File: src/rtl/eqjk_pkg.sv
// Package for the equi-join key match core: action codes, field widths and
// the probe record that walks the cell chain. No dependencies.
`default_nettype none

package eqjk_pkg;

  localparam int KEY_W        = 32;
  localparam int ACT_W        = 2;
  localparam int IDX_W        = 8;
  localparam int MAX_ROWS_DEF = 256;

  localparam logic [ACT_W-1:0] ACT_LOAD  = 2'd0;
  localparam logic [ACT_W-1:0] ACT_PROBE = 2'd1;
  localparam logic [ACT_W-1:0] ACT_CLEAR = 2'd2;

  // Probe record carried from cell to cell.
  typedef struct packed {
    logic [KEY_W-1:0] key;
    logic             hit;
    logic [IDX_W-1:0] idx;
  } probe_t;

endpackage

`default_nettype wire

File: src/rtl/eqjk_cell.sv
// One row of the key table: stores a single source key and compares the probe
// passing through it. Depends on eqjk_pkg.
`default_nettype none

module eqjk_cell #(
  parameter int CELL_IDX = 0,
  parameter int CNT_W    = 9
) (
  input  wire                              clk,
  input  wire                              rst_n,
  input  wire                              adv,
  input  wire  [CNT_W-1:0]                 row_cnt,
  input  wire                              ld_en,
  input  wire  [eqjk_pkg::KEY_W-1:0]       ld_key,
  input  wire                              pv_in,
  input  eqjk_pkg::probe_t                 pk_in,
  output logic                             pv_out,
  output eqjk_pkg::probe_t                 pk_out
);

  localparam int IW = eqjk_pkg::IDX_W;
  localparam logic [IW-1:0]    IDX_LOW = IW'(CELL_IDX % (2 ** IW));
  localparam logic [CNT_W-1:0] IDX_CNT = CNT_W'(CELL_IDX);

  logic [eqjk_pkg::KEY_W-1:0] key_r;
  logic                       pv_r;
  eqjk_pkg::probe_t           pk_r;
  eqjk_pkg::probe_t           pk_nxt;
  logic                       live;

  // Only rows below the fill count take part.
  assign live = (IDX_CNT < row_cnt);

  always_comb begin
    pk_nxt = pk_in;
    if (!pk_in.hit && live && (key_r == pk_in.key)) begin
      pk_nxt.hit = 1'b1;
      pk_nxt.idx = IDX_LOW;
    end
  end

  always_ff @(posedge clk) begin
    if (ld_en && (row_cnt == IDX_CNT)) begin
      key_r <= ld_key;
    end
  end

  always_ff @(posedge clk) begin
    if (!rst_n) begin
      pv_r <= 1'b0;
    end else if (adv) begin
      pv_r <= pv_in;
    end
  end

  always_ff @(posedge clk) begin
    if (adv) begin
      pk_r <= pk_nxt;
    end
  end

  assign pv_out = pv_r;
  assign pk_out = pk_r;

endmodule

`default_nettype wire

File: config.mk
export PLATFORM = sky130hd
export DESIGN_NAME = eqjk_cell
export DESIGN_NICKNAME = d
export VERILOG_FILES = /design/src/rtl/eqjk_pkg.sv /design/src/rtl/eqjk_cell.sv
export SDC_FILE = /design/constraint.sdc
export NUM_CORES = 1
export LEC_CHECK = 0
export BUFFER_PORTS_ARGS = -buffer_cell sky130_fd_sc_hd__buf_2
export CAP_MARGIN = 40
export CORE_UTILIZATION = 43
export CTS_BUF_LIST = sky130_fd_sc_hd__clkbuf_8
export DETAILED_ROUTE_END_ITERATION = 10
export PLACE_DENSITY = 0.75
export SYNTH_ARGS = -nofsm -noshare
export SYNTH_HDL_FRONTEND = slang
export SYNTH_SLANG_ARGS = --single-unit
export TNS_END_PERCENT = 20
File: constraint.sdc
create_clock -name clk -period 4.1 [get_ports clk]
set_clock_uncertainty 0.05 [all_clocks]
set_input_delay 1.23 -clock clk [delete_from_list [all_inputs] [get_ports clk]]
set_output_delay 1.23 -clock clk [all_outputs]
set_load 0.1 [all_outputs]
==> impl_results.md, run 1 <==
* Post-Layout Cell Count at 367
* Final #Nets at between 300 and 400
* FF-to-FF setup slack at approximately 2.2 ns
* Pwr Density at between 400 and 500 nW/µm²
* Async S/R FF share, synth at 0
* Most frequent cell after synthesis: edfxtp_1
* Initial antenna violation count at 0
* 1st-iter DRT viols at 42
* Largest net degree at the start of global routing at 33
* Max-cap violations at 0
* CTS tree: yes
* Clock Tree Buf Depth at 2
* Final Hold Viols at 0
* Buffer and inverter count on the worst path at 1
* Root buf cell: clkbuf_8
* Family with the most delay on the worst path: simple AND/OR/NAND/NOR gates
* Post-Synth XOR/XNOR Area at 0.0881
* Slew HR at 0.639
* Primary FF master, synth: edfxtp_1
* Vias in the first global route at between 1,500 and 2,000
* Chip Width at 82.4 µm
* Register Area at 2210 µm²
* DP Wirelength at between 4000 and 5000 µm
* Distinct cells, synth at 24
* Worst Path Arrival at ~2.5 ns
* Crit Path Class: in -> reg
* Reg2reg start: key_r[17]$_DFFE_PP_
* Post-Route Utilization at 0.615
* Post-synth top area share at 0.788
* Comb pwr share at 0.204
* Post-placement cell count at 350
* # DRC at 0
* Die Y at approximately 80 µm
* Routed Antenna Nets at 0
* Post-route cell area at 3750 µm²
* Port bufs at roughly 130
* Seq cells post-synth at 74
* # IOs at around 130
* Routed vias at around 1,700
* Crit path largest cell delay at about 0.55 ns
* Cell Chain, Critical Path: buf_2, xnor2_1, nand4_1, nor4_4, a41oi_1
* First drt pass iteration count at 4
* Setup Fix Bufs, Post-CTS at 0
* Reg2reg end: pk_out[5]$_SDFFCE_PP0P_
* Cell Area, Placed at between 3000 and 4000 µm²
* Synth area leader: edfxtp_1
* Die ar. at approximately 6800 µm²
* Post-synthesis cell count at approximately 150
* Yosys warns at 0
* Mux share of post-synthesis cell area at 0.00360
* FILL cells at a little under 500
* NetSw at approximately 0.55 mW
* Multi-input logic area at between 500 and 600 µm²
* Main combinational cell family by area after synthesis: XOR/XNOR gates
* Hold path cells at 2
* CP max stage cell: nor4_4
* Total GRT Usage at 0.170
* Compound-gate portion of the synthesized area at 0.0441
* Synthesized-area fraction occupied by adder cells at 0
* Seq pwr share at 0.498
* Number of synthesized flops with an enable pin at 73
* Clock power share at 0.297
* P_int at between 1 and 1.5 mW
* Final wirelength at between 5000 and 6000 µm
* Least-Margin Pin Slew at 0.540 ns
* Top cells by area, synth: edfxtp_1, xnor2_1, a41oi_1, inv_1, nor4_4
* # setup viols final at 0
* Fraction of layout cells with a size suffix above 1 at 0.507
* Antenna Diode Count at 0
* CP max FO at 9
* Fin crit share at 0.605
* Tmin final at roughly 2.5 ns
* Reg2Reg Depth at 4
* Syn_area_per_cell at between 15 and 20 µm²
* Routed len/inst at around 15 µm
* Sequential area share after synthesis at 0.795
* Fmax at around 0.40 GHz
* Post-synthesis to final-layout area growth at 34.6%
* Peak VDD IR at approximately 0.00025 V
* Hold Buf Count CTS at 0
* Final-report max-slew violation count at 0
* Syn nets at about 230
* Setup TNS at 0 ns
* Sw Share at 0.313
* Sink Count at 74
* H-tree levels at 3
* Hold-critical path endpoint: pv_out$_SDFFE_PN0P_
* Setup crit end kind: register
* Final RePlAce weighted congestion at ~0.70
* RSZ-0062 raised after global routing: no
* Post-synth top cells: edfxtp_1, xnor2_1, inv_1
* Clock latency on the worst-skew pair at 0.33 ns
* Leakage dissipation at ~1.5 nW
* Outcome: finished, final reports clean
* Post-cts resize count at 0
* FP Rows at 28
* Clock slew at reported path FFs at 0.07 ns
* CTS Buf Count at 9
* Simple-gate area share of the yosys netlist at 0.0504
* Crit path launch type: input pin
* Mapped Area at approximately 2800 µm²
* Core Region at between 6000 and 7000 µm²
* Required @ worst endpoint at 4.09 ns
* Total gr overflow at 0
* Drt via density at about 4.7
* Final Power at approximately 1.8 mW
* Starting Density at 0.456
* Global-route wire length before repair at ~8000 µm
* Min-delay worst type: reg -> reg
* Hold Path Origin: pv_out$_SDFFE_PN0P_
metal layers:
metal	up-vias	part of all wire	wire length, µm	global-route usage
li1	847	-	-	-
met1	797	0.39	2170	0.193
met2	89	0.50	2720	0.283
met3	10	0.094	516	0.0538
met4	0	0.016	88	0.0947
met5	-	0	0	0
worst max path at each step:
| stage | start | endpoint | slack, ns | cells past startpoint |
|---|---|---|---|---|
| final | pk_in[26] | pk_out[5]$_SDFFCE_PP0P_ | 1.62 | 5 |
| after global routing | pk_in[26] | pk_out[5]$_SDFFCE_PP0P_ | 1.53 | 5 |
| after CTS | row_cnt[2] | key_r[0]$_DFFE_PP_ | 1.49 | 4 |
| after detailed placement | row_cnt[2] | key_r[13]$_DFFE_PP_ | 1.13 | 4 |
| after global placement | row_cnt[2] | key_r[29]$_DFFE_PP_ | 1.18 | 4 |
| after floorplan | row_cnt[2] | key_r[0]$_DFFE_PP_ | 0.66 | 3 |
area by class of cell:
type / count / area share
timing repair buffer: 130 / 0.182
clock inverter: 7 / 0.0164
inverter: 13 / 0.0130
multi-input combinational: 59 / 0.140
tap: 75 / 0.0251
clock buffer: 9 / 0.0331
sequential: 74 / 0.591
logic make-up (layout without fill, tap and decap cells):
logic type      after synthesis  after routing
buf+inv                      14            159
mux                           1              1
simple gates                 16             16
xor+xnor                     28             28
compound gates               14             14
flops                        74             74
cells in the final DEF, fill, tap and decap left out, types with 2 or more instances in the layout:
cell	synthesis	routed
edfxtp_1	73	73
clkinvlp_4	0	2
a41oi_1	8	8
clkbuf_8	0	9
buf_2	0	128
xnor2_1	27	27
buf_12	0	2
inv_1	13	14
nor4_4	2	2
clkinv_1	0	2
nand4_1	5	5
power groups by stage:
stage / Sequential [mW] / Combinational [mW] / Clock [mW]
after global placement: 0.891 / 0.356 / 0
after global routing: 0.879 / 0.372 / 0.567
after floorplan: 1.14 / 0.0250 / 0
after detailed placement: 0.893 / 0.361 / 0
after CTS: 0.877 / 0.361 / 0.542
final: 0.876 / 0.359 / 0.523
sequential cells by signal (all words and copies together), names as in the netlist:
name and count:
pv_out 1, pk_out 41, key_r 32
tightest hold or removal path, cell delays in order (launching register included):
cell and delay [ns]:
dfxtp_1 0.31, mux2i_1 0.12, nor2b_1 0.05
metrics by stage:
| stage | hold WS [ns] | worst slack, ns |
|---|---|---|
| floorplan | 0.735 | 0.665 |
| global placement | 0.445 | 1.18 |
| detailed placement | 0.461 | 1.13 |
| CTS | 0.478 | 1.49 |
| global route | 0.498 | 1.53 |
| finish | 0.479 | 1.62 |
Note: power is estimated with default switching activity, not from simulation.
==> run 2, diff against run 1 <==
clock period = 2.5 ns   (was 4.1 ns; I/O delays follow)
==> impl_results.md, run 2 (synthesis results as in run 1) <==
* Outcome: finished, final reports clean
* Register Area at 2210 µm² (unchanged)
* First drt pass iteration count at 6 (+2)
* Max reg flops at 41 (unchanged)
* Post-route cell area at 3710 µm² (-0.94%)
* Post-placement cell count at 351 (+0.29%)
* Routed len/inst at 15.5 µm (+3.9%)
* Clock slew at reported path FFs at 0.07 ns (about the same)
* 1st-iter DRT viols at 80 (+90%)
* Final Power at 2.76 mW (+57%)
* Drt via density at 4.78 (+0.68%)
* Fmax at 0.492 GHz
* Comb pwr share at 0.213 (+0.009)
* Fin crit share at 0.813
* Post-Route Utilization at 0.609 (-0.00575)
* Final Worst Setup Slack at 0.467 ns (-1.15 ns)
* Hold Buf Count CTS at 0 (unchanged)
* Core Region at 6100 µm² (unchanged)
* Clock power share at 0.267 (-0.030)
* P_int at 1.87 mW (+55%)
* Crit Path Class: in -> reg
* Root buf cell: clkbuf_8
* Global-route wire length before repair at 8220 µm (+3.1%)
* Total GRT Usage at 0.176 (+0.00675)
* Hold_ws at 0.498 ns (+0.0192 ns)
* Die Y at 82.4 µm (unchanged)
* Setup Fix Bufs, Post-CTS at 0 (unchanged)
* Clock Tree Buf Depth at 2 (unchanged)
* FILL cells at 500 (+2.9%)
* Commonest non-fill, non-tap cell in the layout: buf_2
* CP startpoint: pk_in[10]
* Reg2reg start: key_r[1]$_DFFE_PP_
* Clock latency on the worst-skew pair at 0.33 ns (about the same)
* Vias in the first global route at 1,744 (+0.40%)
* CP max FO at 9 (unchanged)
* NetSw at 0.890 mW (+62%)
* Final-report max-slew violation count at 0 (unchanged)
* Cell Area, Placed at 3560 µm² (+0.57%)
* Starting Density at 0.456 (unchanged)
* Antenna Diode Count at 0 (unchanged)
* Die ar. at 6800 µm² (unchanged)
* Port bufs at 128 (unchanged)
* # IOs at 129 (unchanged)
* # setup viols final at 0 (unchanged)
* Final RePlAce weighted congestion at 0.742 (+6.3%)
* # DRC at 0 (unchanged)
* Multi-input logic area at 526 µm² (unchanged)
* RSZ-0062 raised after global routing: no
* Setup TNS at 0 ns (unchanged)
* Fraction of layout cells with a size suffix above 1 at 0.505 (-0.00169)
* Total gr overflow at 0 (unchanged)
* Hold Path Origin: pv_out$_SDFFE_PN0P_
* Crit path largest cell delay at 0.57 ns (+0.02 ns)
* CP max stage cell: nor4_4
* Max-cap violations at 0 (unchanged)
* Crit path launch type: input pin
* H-tree levels at 3 (unchanged)
* Seq pwr share at 0.520 (+0.022)
* Slew HR at 0.625 (-0.0131)
* Chip Width at 82.4 µm (unchanged)
* Cell Chain, Critical Path: buf_2, xnor2_1, nand4_1, nor4_4, a41oi_1
* Post-synthesis to final-layout area growth at 33.4%
* Least-Margin Pin Slew at 0.558 ns (+0.0177 ns)
* Post-cts resize count at 0 (unchanged)
* Most frequent cells in the layout: buf_2, edfxtp_1, xnor2_1
* Routed Antenna Nets at 0 (unchanged)
* Sink Count at 74 (unchanged)
* CTS Buf Count at 9 (unchanged)
* Placement Setup Slack at 0.127 ns (-0.999 ns)
* Post-Layout Cell Count at 366 (-0.27%)
* Setup crit end kind: register
* Min-delay worst type: reg -> reg
* Final #Nets at 374 (unchanged)
* Final Hold Viols at 0 (unchanged)
* Sw Share at 0.322 (+0.00963)
* Final wirelength at 5690 µm (+3.6%)
* FP Rows at 28 (unchanged)
* Worst Path Arrival at 2.01 ns (-0.46 ns)
* Required @ worst endpoint at 2.48 ns (-1.61 ns)
* Tmin final at just over 2 ns
* Largest net degree at the start of global routing at 33 (unchanged)
* Leakage dissipation at 1.51 nW (-0.44%)
* Routed vias at 1,750 (+0.40%)
* Initial antenna violation count at 0 (unchanged)
* CTS tree: yes
* Peak VDD IR at 0.000400 V (+60%)
* Pwr Density at 744 nW/µm² (+59%)
-- run 2: cell types whose count changed in the layout (fill, tap and decap cells not counted), sizes merged --
cell | before | now
clkinv | 3 | 5
bufinv | 1 | 0
clkinvlp | 2 | 0
-- run 2: per-layer routing --
layer  GRT usage  share of wire  vias to the layer above
met5           0              0                        -
met2       0.313           0.56                       54
met4       0.105          0.019                        0
met3      0.0308          0.038                        8
met1       0.198           0.38                      840
li1            -              -                      848
-- run 2: final timing paths --
path	to	depth (start not counted)	slack [ns]
setup / recovery	pk_out[1]$_SDFFCE_PP0P_	5	0.47
hold / removal	pv_out$_SDFFE_PN0P_	2	0.50
setup reg to reg	pk_out[1]$_SDFFCE_PP0P_	4	0.61
hold reg to reg	pv_out$_SDFFE_PN0P_	2	0.50
-- run 2: power groups by stage --
stage / Clock (mW) / Sequential, mW / Combinational, mW
floorplan: 0 / 1.86 / 0.0412
CTS: 0.761 / 1.44 / 0.592
global route: 0.809 / 1.44 / 0.609
global placement: 0 / 1.46 / 0.586
detailed placement: 0 / 1.46 / 0.591
finish: 0.738 / 1.44 / 0.588
-- run 2: area by class of cell --
type | count | area share
multi-input combinational | 59 | 0.142
tap | 75 | 0.0253
sequential | 74 | 0.596
clock inverter | 6 | 0.00708
clock buffer | 9 | 0.0334
timing repair buffer | 130 | 0.183
inverter | 13 | 0.0131
-- run 2: critical path, delay by kind of cell --
family / cells / cell delay (ns)
AND/OR/NAND/NOR: 2 / 0.75
XOR/XNOR: 1 / 0.15
AO/OA/AOI/OAI: 1 / 0.24
buffers and inverters: 1 / 0.11
